<file path="src/design/fpr_pkg.sv">
package fpr_pkg;

  // Fixed field widths of the access and result channels.
  localparam int IDX_W    = 5;
  localparam int FRAME_W  = 2;
  localparam int PHYS_W   = 3;
  localparam int EVPAGE_W = 4;
  localparam int CNT_W    = 16;

  // Access kinds.
  localparam logic OP_READ  = 1'b0;
  localparam logic OP_WRITE = 1'b1;

  // Commands from the controller to the datapath.
  typedef struct packed {
    logic load;    // capture the request and start the table reads
    logic commit;  // resolve the access, update state and the result register
  } fpr_cmd_t;

  // One result, as held in the output register.
  typedef struct packed {
    logic                hit;
    logic [FRAME_W-1:0]  frame;
    logic [PHYS_W-1:0]   physical_index;
    logic                evicted_valid;
    logic [EVPAGE_W-1:0] evicted_page;
    logic                write_back;
    logic [CNT_W-1:0]    hit_total;
    logic [CNT_W-1:0]    miss_total;
    logic [CNT_W-1:0]    writeback_total;
  } fpr_result_t;

endpackage

</file>
<file path="src/design/fpr_if.sv">
// Access request channel.
interface fpr_in_if import fpr_pkg::*; ();
  logic             valid;
  logic             ready;
  logic             op;
  logic [IDX_W-1:0] element_index;

  modport source (output valid, output op, output element_index, input ready);
  modport sink (input valid, input op, input element_index, output ready);
endinterface

// Result channel.
interface fpr_out_if import fpr_pkg::*; ();
  logic                valid;
  logic                ready;
  logic                hit;
  logic [FRAME_W-1:0]  frame;
  logic [PHYS_W-1:0]   physical_index;
  logic                evicted_valid;
  logic [EVPAGE_W-1:0] evicted_page;
  logic                write_back;
  logic [CNT_W-1:0]    hit_total;
  logic [CNT_W-1:0]    miss_total;
  logic [CNT_W-1:0]    writeback_total;

  modport source (
    output valid, output hit, output frame, output physical_index,
    output evicted_valid, output evicted_page, output write_back,
    output hit_total, output miss_total, output writeback_total,
    input ready
  );
  modport sink (
    input valid, input hit, input frame, input physical_index,
    input evicted_valid, input evicted_page, input write_back,
    input hit_total, input miss_total, input writeback_total,
    output ready
  );
endinterface

</file>
<file path="src/design/fpr_ctrl.sv">
module fpr_ctrl import fpr_pkg::*; (
  input  logic     clk,
  input  logic     rst_n,
  input  logic     in_valid,
  output logic     in_ready,
  output logic     out_valid,
  input  logic     out_ready,
  output fpr_cmd_t cmd
);

  localparam logic S_IDLE    = 1'b0;
  localparam logic S_RESOLVE = 1'b1;

  logic state_r, state_nxt;
  logic out_valid_r, out_valid_nxt;

  // A request is taken only when nothing is being resolved.
  assign in_ready   = (state_r == S_IDLE);
  assign cmd.load   = in_valid && in_ready;
  // The access resolves once the output register is free or being emptied.
  assign cmd.commit = (state_r == S_RESOLVE) && (!out_valid_r || out_ready);
  assign out_valid  = out_valid_r;

  // Next state.
  always_comb begin
    state_nxt = state_r;
    unique case (state_r)
      S_IDLE: begin
        if (cmd.load) state_nxt = S_RESOLVE;
      end
      S_RESOLVE: begin
        if (cmd.commit) state_nxt = S_IDLE;
      end
      default: state_nxt = S_IDLE;
    endcase
  end

  // The output register fills on commit and empties when the sink takes it.
  always_comb begin
    out_valid_nxt = out_valid_r;
    if (cmd.commit) begin
      out_valid_nxt = 1'b1;
    end else if (out_ready) begin
      out_valid_nxt = 1'b0;
    end
  end

  always_ff @(posedge clk) begin
    if (!rst_n) begin
      state_r     <= S_IDLE;
      out_valid_r <= 1'b0;
    end else begin
      state_r     <= state_nxt;
      out_valid_r <= out_valid_nxt;
    end
  end

endmodule

</file>
<file path="src/design/fpr_datapath.sv">
module fpr_datapath import fpr_pkg::*; #(
  parameter int VIRTUAL_PAGES = 16,
  parameter int FRAMES        = 4,
  parameter int PAGE_ELEMENTS = 2
) (
  input  logic             clk,
  input  logic             rst_n,
  input  fpr_cmd_t         cmd,
  input  logic             op,
  input  logic [IDX_W-1:0] element_index,
  output fpr_result_t      result
);

  localparam int PAGE_W = $clog2(VIRTUAL_PAGES);
  localparam int FIDX_W = (FRAMES > 1) ? $clog2(FRAMES) : 1;
  localparam int OFF_W  = (PAGE_ELEMENTS > 1) ? $clog2(PAGE_ELEMENTS) : 1;
  localparam int IDX_N  = 1 << IDX_W;
  localparam int SUM_W  = (FIDX_W + OFF_W + 1 > PHYS_W) ? FIDX_W + OFF_W + 1 : PHYS_W;
  localparam logic [FIDX_W-1:0] LAST_FRAME = FIDX_W'(FRAMES - 1);

  // Index split tables, worked out at elaboration.
  logic [PAGE_W-1:0] page_lut [IDX_N];
  logic [OFF_W-1:0]  off_lut  [IDX_N];

  for (genvar i = 0; i < IDX_N; i++) begin : g_split
    assign page_lut[i] = PAGE_W'((i / PAGE_ELEMENTS) % VIRTUAL_PAGES);
    assign off_lut[i]  = OFF_W'(i % PAGE_ELEMENTS);
  end

  logic [PAGE_W-1:0] page_in;
  assign page_in = page_lut[element_index];

  // Page table: resident flags in flops, frame numbers in a memory.
  logic [VIRTUAL_PAGES-1:0] resident_r;
  logic [FIDX_W-1:0]        map_mem [VIRTUAL_PAGES];
  logic [PAGE_W-1:0]        owner_mem [FRAMES];

  // Frame state and replacement pointer.
  logic [FRAMES-1:0] used_r;
  logic [FRAMES-1:0] dirty_r;
  logic [FIDX_W-1:0] fifo_ptr_r;

  // Captured request and table read data.
  logic              op_r;
  logic [PAGE_W-1:0] page_r;
  logic [OFF_W-1:0]  off_r;
  logic              res_rd_r;
  logic [FIDX_W-1:0] map_rd_r;
  logic [PAGE_W-1:0] owner_rd_r;

  logic [CNT_W-1:0] hit_cnt_r, hit_cnt_nxt;
  logic [CNT_W-1:0] miss_cnt_r, miss_cnt_nxt;
  logic [CNT_W-1:0] wb_cnt_r, wb_cnt_nxt;

  logic              free_found;
  logic [FIDX_W-1:0] free_idx;
  logic [FIDX_W-1:0] fr_sel;
  logic              evict;
  logic              wb;
  logic [SUM_W-1:0]  phys_full;

  // Capture the request and read both tables on acceptance.
  always_ff @(posedge clk) begin
    if (cmd.load) begin
      op_r       <= op;
      page_r     <= page_in;
      off_r      <= off_lut[element_index];
      res_rd_r   <= resident_r[page_in];
      map_rd_r   <= map_mem[page_in];
      owner_rd_r <= owner_mem[fifo_ptr_r];
    end
  end

  // Lowest-numbered free frame.
  always_comb begin
    free_found = 1'b0;
    free_idx   = '0;
    for (int f = FRAMES - 1; f >= 0; f--) begin
      if (!used_r[f]) begin
        free_found = 1'b1;
        free_idx   = FIDX_W'(f);
      end
    end
  end

  // Frame choice, eviction and write-back decision.
  assign evict     = !res_rd_r && !free_found;
  assign wb        = evict && dirty_r[fifo_ptr_r];
  assign fr_sel    = res_rd_r ? map_rd_r : (free_found ? free_idx : fifo_ptr_r);
  assign phys_full = SUM_W'(fr_sel) * SUM_W'(PAGE_ELEMENTS) + SUM_W'(off_r);

  // Saturating statistics counters.
  always_comb begin
    hit_cnt_nxt  = hit_cnt_r;
    miss_cnt_nxt = miss_cnt_r;
    wb_cnt_nxt   = wb_cnt_r;
    if (res_rd_r) begin
      if (hit_cnt_r != '1) hit_cnt_nxt = hit_cnt_r + 1'b1;
    end else begin
      if (miss_cnt_r != '1) miss_cnt_nxt = miss_cnt_r + 1'b1;
    end
    if (wb && (wb_cnt_r != '1)) wb_cnt_nxt = wb_cnt_r + 1'b1;
  end

  // Memory writes for a loaded page.
  always_ff @(posedge clk) begin
    if (cmd.commit && !res_rd_r) begin
      map_mem[page_r]   <= fr_sel;
      owner_mem[fr_sel] <= page_r;
    end
  end

  // Residency, frame flags, pointer and counters.
  always_ff @(posedge clk) begin
    if (!rst_n) begin
      resident_r <= '0;
      used_r     <= '0;
      dirty_r    <= '0;
      fifo_ptr_r <= '0;
      hit_cnt_r  <= '0;
      miss_cnt_r <= '0;
      wb_cnt_r   <= '0;
    end else if (cmd.commit) begin
      hit_cnt_r  <= hit_cnt_nxt;
      miss_cnt_r <= miss_cnt_nxt;
      wb_cnt_r   <= wb_cnt_nxt;
      if (!res_rd_r) begin
        if (evict) begin
          resident_r[owner_rd_r] <= 1'b0;
          fifo_ptr_r <= (fifo_ptr_r == LAST_FRAME) ? '0 : fifo_ptr_r + 1'b1;
        end
        resident_r[page_r] <= 1'b1;
        used_r[fr_sel]     <= 1'b1;
        dirty_r[fr_sel]    <= (op_r == OP_WRITE);
      end else if (op_r == OP_WRITE) begin
        dirty_r[fr_sel] <= 1'b1;
      end
    end
  end

  // Output register.
  always_ff @(posedge clk) begin
    if (cmd.commit) begin
      result.hit             <= res_rd_r;
      result.frame           <= FRAME_W'(fr_sel);
      result.physical_index  <= phys_full[PHYS_W-1:0];
      result.evicted_valid   <= evict;
      result.evicted_page    <= evict ? EVPAGE_W'(owner_rd_r) : '0;
      result.write_back      <= wb;
      result.hit_total       <= hit_cnt_nxt;
      result.miss_total      <= miss_cnt_nxt;
      result.writeback_total <= wb_cnt_nxt;
    end
  end

endmodule

</file>
<file path="src/design/fifo_page_replacement.sv">
// FIFO page replacement residency manager.
// in_req carries one access request (op: read or write, element_index); it is
// split into a virtual page and an offset and looked up in the page table.
// out_rsp returns one result per request: hit flag, frame, physical index,
// any evicted page with its write-back flag, and three saturating counters.
// On acceptance the page table and the frame owner memory are read into
// registers; the access then resolves (free frame pick, FIFO eviction, table
// updates) into the output register once that register is free or being
// emptied. A new request is not taken until the earlier one has resolved.
// The output register lets a request be accepted while an earlier result is
// still waiting; if the sink stalls, the request under resolution waits and
// in_req.ready stays low until the output register is taken.
// Reset makes every page non-resident, all frames free and clean, and clears
// the FIFO pointer and counters at once; no clearing pass is needed.
module fifo_page_replacement import fpr_pkg::*; #(
  parameter int VIRTUAL_PAGES = 16,
  parameter int FRAMES        = 4,
  parameter int PAGE_ELEMENTS = 2
) (
  input logic         clk,
  input logic         rst_n,
  fpr_in_if.sink      in_req,
  fpr_out_if.source   out_rsp
);

  fpr_cmd_t    cmd;
  fpr_result_t result;
  logic        out_valid;

  // Sequencing and handshake.
  fpr_ctrl u_ctrl (
    .clk       (clk),
    .rst_n     (rst_n),
    .in_valid  (in_req.valid),
    .in_ready  (in_req.ready),
    .out_valid (out_valid),
    .out_ready (out_rsp.ready),
    .cmd       (cmd)
  );

  // Page table, frame state and counters.
  fpr_datapath #(
    .VIRTUAL_PAGES (VIRTUAL_PAGES),
    .FRAMES        (FRAMES),
    .PAGE_ELEMENTS (PAGE_ELEMENTS)
  ) u_datapath (
    .clk           (clk),
    .rst_n         (rst_n),
    .cmd           (cmd),
    .op            (in_req.op),
    .element_index (in_req.element_index),
    .result        (result)
  );

  // Result channel.
  assign out_rsp.valid           = out_valid;
  assign out_rsp.hit             = result.hit;
  assign out_rsp.frame           = result.frame;
  assign out_rsp.physical_index  = result.physical_index;
  assign out_rsp.evicted_valid   = result.evicted_valid;
  assign out_rsp.evicted_page    = result.evicted_page;
  assign out_rsp.write_back      = result.write_back;
  assign out_rsp.hit_total       = result.hit_total;
  assign out_rsp.miss_total      = result.miss_total;
  assign out_rsp.writeback_total = result.writeback_total;

  // A request is never taken in the same cycle as one resolves.
  a_load_commit_excl: assert property (@(posedge clk) disable iff (!rst_n)
    !(cmd.load && cmd.commit))
    else $error("load and commit in the same cycle");

  // A resolved access is presented in the following cycle.
  a_commit_shows: assert property (@(posedge clk) disable iff (!rst_n)
    cmd.commit |=> out_rsp.valid)
    else $error("committed result not presented");

  // A hit never evicts nor writes back.
  a_hit_no_evict: assert property (@(posedge clk) disable iff (!rst_n)
    (out_rsp.valid && out_rsp.hit) |-> (!out_rsp.evicted_valid && !out_rsp.write_back))
    else $error("hit reported with an eviction");

  // A write-back only happens on an eviction.
  a_wb_needs_evict: assert property (@(posedge clk) disable iff (!rst_n)
    (out_rsp.valid && out_rsp.write_back) |-> out_rsp.evicted_valid)
    else $error("write-back without eviction");

endmodule
</file>
<file path="src/flat_wrapper.sv">
// flat-port wrapper written by rule: the top's interface ports become plain ports
module fifo_page_replacement_flat import fpr_pkg::*;
#(
  parameter int VIRTUAL_PAGES = 16,
  parameter int FRAMES        = 4,
  parameter int PAGE_ELEMENTS = 2
)
  (clk, rst_n, in_req_valid, in_req_op, in_req_element_index, in_req_ready, out_rsp_valid, out_rsp_hit, out_rsp_frame, out_rsp_physical_index, out_rsp_evicted_valid, out_rsp_evicted_page, out_rsp_write_back, out_rsp_hit_total, out_rsp_miss_total, out_rsp_writeback_total, out_rsp_ready);
  fpr_in_if in_req_i ();
  fpr_out_if out_rsp_i ();
  input logic clk;
  input logic rst_n;
  input wire logic [$bits(in_req_i.valid)-1:0] in_req_valid;
  input wire logic [$bits(in_req_i.op)-1:0] in_req_op;
  input wire logic [$bits(in_req_i.element_index)-1:0] in_req_element_index;
  output wire logic [$bits(in_req_i.ready)-1:0] in_req_ready;
  output wire logic [$bits(out_rsp_i.valid)-1:0] out_rsp_valid;
  output wire logic [$bits(out_rsp_i.hit)-1:0] out_rsp_hit;
  output wire logic [$bits(out_rsp_i.frame)-1:0] out_rsp_frame;
  output wire logic [$bits(out_rsp_i.physical_index)-1:0] out_rsp_physical_index;
  output wire logic [$bits(out_rsp_i.evicted_valid)-1:0] out_rsp_evicted_valid;
  output wire logic [$bits(out_rsp_i.evicted_page)-1:0] out_rsp_evicted_page;
  output wire logic [$bits(out_rsp_i.write_back)-1:0] out_rsp_write_back;
  output wire logic [$bits(out_rsp_i.hit_total)-1:0] out_rsp_hit_total;
  output wire logic [$bits(out_rsp_i.miss_total)-1:0] out_rsp_miss_total;
  output wire logic [$bits(out_rsp_i.writeback_total)-1:0] out_rsp_writeback_total;
  input wire logic [$bits(out_rsp_i.ready)-1:0] out_rsp_ready;
  assign in_req_i.valid = in_req_valid;
  assign in_req_i.op = in_req_op;
  assign in_req_i.element_index = in_req_element_index;
  assign in_req_ready = in_req_i.ready;
  assign out_rsp_valid = out_rsp_i.valid;
  assign out_rsp_hit = out_rsp_i.hit;
  assign out_rsp_frame = out_rsp_i.frame;
  assign out_rsp_physical_index = out_rsp_i.physical_index;
  assign out_rsp_evicted_valid = out_rsp_i.evicted_valid;
  assign out_rsp_evicted_page = out_rsp_i.evicted_page;
  assign out_rsp_write_back = out_rsp_i.write_back;
  assign out_rsp_hit_total = out_rsp_i.hit_total;
  assign out_rsp_miss_total = out_rsp_i.miss_total;
  assign out_rsp_writeback_total = out_rsp_i.writeback_total;
  assign out_rsp_i.ready = out_rsp_ready;
  fifo_page_replacement #(.VIRTUAL_PAGES(VIRTUAL_PAGES), .FRAMES(FRAMES), .PAGE_ELEMENTS(PAGE_ELEMENTS)) u_core (.clk(clk), .rst_n(rst_n), .in_req(in_req_i), .out_rsp(out_rsp_i));
endmodule
</file>
<file path="config.mk">
export PLATFORM = sky130hd
export DESIGN_NAME = fifo_page_replacement_flat
export DESIGN_NICKNAME = d
export VERILOG_FILES = /design/src/design/fpr_pkg.sv /design/src/design/fpr_if.sv /design/src/design/fpr_ctrl.sv /design/src/design/fpr_datapath.sv /design/src/design/fifo_page_replacement.sv /design/src/flat_wrapper.sv
export SDC_FILE = /design/constraint.sdc
export NUM_CORES = 1
export LEC_CHECK = 0
export ABC_AREA = 1
export CORE_UTILIZATION = 40
export CTS_BUF_LIST = sky130_fd_sc_hd__clkbuf_8
export DETAILED_ROUTE_END_ITERATION = 10
export DONT_BUFFER_PORTS = 1
export GPL_TIMING_DRIVEN = 0
export PLACE_DENSITY = 0.65
export SYNTH_ARGS = -nofsm -noshare
export SYNTH_HDL_FRONTEND = slang
export SYNTH_SLANG_ARGS = --single-unit
</file>
<file path="constraint.sdc">
create_clock -name clk -period 6.3 [get_ports clk]
set_clock_uncertainty 0.1 [all_clocks]
set_input_delay 0.63 -clock clk [delete_from_list [all_inputs] [get_ports clk]]
set_output_delay 0.63 -clock clk [all_outputs]
set_load 0.05 [all_outputs]
</file>
==> impl_metrics.prom <==
# TYPE chip_impl_metric gauge
chip_impl_metric{name="nets",unit=""} 1052
chip_impl_metric{name="max_clock_freq",unit="GHz"} 0.366
chip_impl_metric{name="async_flop_share",unit="%"} 0
chip_impl_metric{name="gp_congestion",unit=""} 0.929
chip_impl_metric{name="mappedNetlistNets",unit=""} 1032
chip_impl_metric{name="post_synth_num_cell_types",unit=""} 38
chip_impl_metric{name="total_inserted_antenna_cells",unit=""} 0
chip_impl_metric{name="area_of_the_die",unit="mm^2"} 0.0229
chip_impl_info{name="worst_path_dominant_cell_family",value="simple AND/OR/NAND/NOR gates"} 1
chip_impl_metric{name="core",unit="mm^2"} 0.0218
chip_impl_metric{name="via_count_of_the_first_global_routing_pass",unit=""} 6180
chip_impl_metric{name="fin_cells",unit=""} 1331
chip_impl_metric{name="final-hold-violation-count",unit=""} 0
chip_impl_metric{name="finalCritPeriodShare",unit="%"} 43.3
chip_impl_metric{name="firstDrtPassIters",unit=""} 5
chip_impl_metric{name="setup_violations",unit=""} 0
chip_impl_metric{name="worst_slew_margin_rel",unit="%"} 19.2
chip_impl_info{name="critical_path_cell_by_cell",value="nand2_1 > nand2_1 > inv_2 > nor2_1 > clkbuf_1 > nand2_1 > nand2_1"} 1
chip_impl_metric{name="max-clock-path-buffers",unit=""} 2
chip_impl_metric{name="cts_repair_resize_count",unit=""} 0
chip_impl_metric{name="cts.htree.levels",unit=""} 4
chip_impl_metric{name="drt_wl_total",unit="um"} 19600
chip_impl_metric{name="antenna_found_initial",unit=""} 0
chip_impl_metric{name="worst_ir_drop_vdd",unit="uV"} 122
chip_impl_info{name="critPathCaptureType",value="register"} 1
chip_impl_metric{name="placement_rows",unit=""} 54
chip_impl_info{name="synth_area_leaders",value="sky130_fd_sc_hd__edfxtp_1, sky130_fd_sc_hd__dfxtp_1, sky130_fd_sc_hd__nand2_1, sky130_fd_sc_hd__inv_1, sky130_fd_sc_hd__nand3_1"} 1
chip_impl_metric{name="critPathMaxFanout",unit=""} 37
chip_impl_metric{name="fp.dieW",unit="um"} 151
chip_impl_metric{name="reg2reg_slack",unit="ns"} 3.57
chip_impl_metric{name="stdcell_area",unit="mm^2"} 0.00968
chip_impl_metric{name="worstMarginPinSlew",unit="ns"} 1.21
chip_impl_metric{name="antenna_left",unit=""} 0
chip_impl_metric{name="swShare",unit="%"} 28.7
chip_impl_info{name="cpMaxStageDelayCell",value="sky130_fd_sc_hd__dfxtp_1"} 1
chip_impl_metric{name="placedCellCount",unit=""} 1299
chip_impl_metric{name="clockPowerShare",unit="%"} 32.1
chip_impl_info{name="clk_root_buffer_cell",value="sky130_fd_sc_hd__clkbuf_8"} 1
chip_impl_metric{name="multi_input_comb_area",unit="mm^2"} 0.00326
chip_impl_metric{name="total_negative_slack",unit="ns"} 0
chip_impl_info{name="cts_tree",value="built"} 1
chip_impl_metric{name="hold-worst-slack",unit="ns"} 0.146
chip_impl_metric{name="place.detailed.hpwl",unit="um"} 14200
chip_impl_metric{name="share_seq_of_total_power",unit="%"} 62.0
chip_impl_info{name="cpMostUsedCell",value="sky130_fd_sc_hd__nand2_1"} 1
chip_impl_metric{name="power.share.combinational",unit="%"} 5.9
chip_impl_info{name="criticalPathCategory",value="reg2reg"} 1
chip_impl_metric{name="worstSkewPairLatency",unit="ns"} 0.48
chip_impl_metric{name="cts.repair_timing.setup_buffer_count",unit=""} 0
chip_impl_metric{name="critical_path.n_buffers_inverters",unit=""} 2
chip_impl_metric{name="power.leakage",unit="nW"} 3.84
chip_impl_metric{name="cts.hold.buffers_added",unit=""} 0
chip_impl_metric{name="grt_start_max_net_pins",unit=""} 38
chip_impl_metric{name="ys_seq_area_share",unit="%"} 57.1
chip_impl_metric{name="route.detailed.drc",unit=""} 0
chip_impl_info{name="synth_top_area_cell",value="sky130_fd_sc_hd__edfxtp_1"} 1
chip_impl_info{name="startpoint_type",value="register"} 1
chip_impl_metric{name="synth_edf_count",unit=""} 119
chip_impl_metric{name="fillerInstances",unit=""} 2118
chip_impl_info{name="dominantRegCellSynth",value="sky130_fd_sc_hd__edfxtp_1"} 1
chip_impl_metric{name="grt-ovfl-total",unit=""} 0
chip_impl_info{name="hold_path_class",value="in2reg"} 1
chip_impl_metric{name="post_route_cells_drive_above_1_share",unit="%"} 7.71
chip_impl_metric{name="worst-endpoint-arrival",unit="ns"} 3.05
chip_impl_info{name="run_status",value="finished clean"} 1
chip_impl_metric{name="pwr_density_cell",unit="mW/mm^2"} 250
chip_impl_metric{name="synth_top_cell_area_share",unit="%"} 40.0
chip_impl_metric{name="detailed_place.area",unit="mm^2"} 0.00931
chip_impl_metric{name="clkSlewWorstSetupHoldPaths",unit="ns"} 0.10
chip_impl_metric{name="worstPathRequired",unit="ns"} 6.62
chip_impl_metric{name="grt_first_pass_wirelength",unit="um"} 31500
chip_impl_metric{name="period_needed",unit="ns"} 2.73
chip_impl_metric{name="max_stage_delay",unit="ns"} 0.71
chip_impl_metric{name="starting_utilization_of_the_core_area",unit="%"} 40.9
chip_impl_metric{name="detail_route.iter0.violations",unit=""} 457
chip_impl_metric{name="power_report.internal_total",unit="mW"} 1.73
chip_impl_metric{name="seqCellArea",unit="mm^2"} 0.00509
chip_impl_metric{name="synth_area",unit="mm^2"} 0.00893
chip_impl_metric{name="synthesis.area_per_instance",unit="um^2"} 8.77
chip_impl_info{name="post-synth-top-count-cell",value="sky130_fd_sc_hd__nand2_1"} 1
chip_impl_metric{name="report.final.slew_viol_count",unit=""} 0
chip_impl_metric{name="synthCells",unit=""} 1018
chip_impl_metric{name="cts_made_buffers",unit=""} 17
chip_impl_metric{name="viasPerCell",unit=""} 5.03
chip_impl_metric{name="power.switching",unit="uW"} 696
chip_impl_metric{name="grt_usage",unit="%"} 17.8
chip_impl_metric{name="avgRoutedWirePerCell",unit="um"} 14.7
chip_impl_metric{name="placement.io_buffers",unit=""} 0
chip_impl_metric{name="cts_sinks",unit=""} 195
chip_impl_metric{name="flip_flop_and_latch_count_after_synthesis",unit=""} 195
chip_impl_info{name="leading_post_synthesis_cells_by_instance_count",value="sky130_fd_sc_hd__nand2_1, sky130_fd_sc_hd__edfxtp_1, sky130_fd_sc_hd__inv_1"} 1
chip_impl_metric{name="ioPinCount",unit=""} 72
chip_impl_metric{name="signed_area_change_from_the_synthesized_netlist_to_the_final_layout",unit="%"} 8.39
chip_impl_metric{name="synth-warning-count",unit=""} 0
chip_impl_metric{name="vert_die_dim",unit="um"} 151
chip_impl_metric{name="num_vias",unit=""} 6689
chip_impl_metric{name="total_power",unit="mW"} 2.42
chip_impl_metric{name="max-cap-violations",unit=""} 0
chip_impl_info{name="grt_setup_unrepaired",value="false"} 1
## cell usage in the layout (no fill, tap or decap), types with 7 or more instances in the layout
master and count:
sky130_fd_sc_hd__nor3_1 17, sky130_fd_sc_hd__nand4_1 11, sky130_fd_sc_hd__nor2_1 77, sky130_fd_sc_hd__a21oi_1 40
sky130_fd_sc_hd__inv_1 103, sky130_fd_sc_hd__o211ai_1 13, sky130_fd_sc_hd__xor2_1 18, sky130_fd_sc_hd__o21ai_0 53
sky130_fd_sc_hd__dfxtp_1 76, sky130_fd_sc_hd__nand2_1 310, sky130_fd_sc_hd__mux2i_1 12, sky130_fd_sc_hd__nand2_2 11
sky130_fd_sc_hd__buf_2 10, sky130_fd_sc_hd__clkbuf_1 14, sky130_fd_sc_hd__clkbuf_8 17, sky130_fd_sc_hd__edfxtp_1 119
sky130_fd_sc_hd__xnor2_1 7, sky130_fd_sc_hd__nand3_1 67
## registers in the layout, summed over array words and instances (netlist names), 2 cells and up
name                          count
u_core.u_datapath.used_r          4
u_core.u_datapath.dirty_r         4
u_core.u_datapath.result         58
u_core.u_datapath.miss_cnt_r     16
u_core.u_datapath.hit_cnt_r      16
u_core.u_datapath.owner_mem      16
u_core.u_datapath.resident_r     16
u_core.u_datapath.map_mem        32
u_core.u_datapath.page_r          4
u_core.u_datapath.map_rd_r        2
u_core.u_datapath.fifo_ptr_r      2
u_core.u_datapath.wb_cnt_r       16
u_core.u_datapath.owner_rd_r      4
## metal layers
layer | vias to the layer above | wire (um) | GRT usage (%)
met5 | - | 0 | 0
li1 | 3383 | - | -
met1 | 3105 | 8660 | 22.6
met2 | 180 | 9560 | 30.3
met3 | 21 | 1130 | 4.13
met4 | 0 | 235 | 4.65
## worst paths after layout
path	from	to	cells after the start
max	u_core.u_ctrl.out_valid$_SDFFE_PN0P_	u_core.u_datapath.hit_cnt_r[15]$_SDFFE_PN0N_	7
min	in_req_element_index[0]	u_core.u_datapath.off_r$_DFFE_PP_	0
max reg2reg	u_core.u_ctrl.out_valid$_SDFFE_PN0P_	u_core.u_datapath.hit_cnt_r[15]$_SDFFE_PN0N_	7
min reg2reg	u_core.u_datapath.off_r$_DFFE_PP_	u_core.u_datapath.result[54]$_DFFE_PN_	0
## stage by stage
stage | setup WS (ns) | utilization (%)
after floorplan | 3.18 | -
after global placement | 2.16 | 42.5
after detailed placement | 3.57 | 42.6
after CTS | 3.54 | 44.4
after global routing | 3.28 | 44.4
final | 3.57 | 44.4
## worst reg2reg max path: cells and delay by family (launching register included)
kind / cells / cell delay, ns
DFF: 1 / 0.71
and+or+nand+nor: 5 / 0.98
buffers and inverters: 2 / 0.88
## area by class of cell
cell class | count | share of cell area [%]
Clock buffer | 17 | 2.42
Timing Repair Buffer | 1 | 0.284
Buffer | 33 | 1.64
Sequential cell | 195 | 52.6
Clock inverter | 15 | 1.42
Tap cell | 280 | 3.62
Multi-Input combinational cell | 680 | 33.7
Inverter | 110 | 4.27
## power groups by stage
stage               sequential, mW  clock (mW)  combinational, mW
floorplan                     1.52           0             0.0973
global placement              1.53           0              0.139
detailed placement            1.53           0              0.144
CTS                           1.50       0.799              0.145
global route                  1.51       0.849              0.159
finish                        1.50       0.777              0.144
## kinds of logic (layout without fill, tap and decap cells)
logic type / count (synthesis) / after routing / share of synthesized area, %
adders and majority gates: 4 / 4 / 0.560
muxes: 12 / 12 / 1.35
buffers and inverters: 143 / 176 / 6.40
DFF: 195 / 195 / 57.1
xor gates and xnor gates: 25 / 25 / 2.45
AOI/OAI and AO/OA: 122 / 122 / 7.44
and+or+nand+nor: 517 / 517 / 24.7
Note: power is estimated with default switching activity, not from simulation.
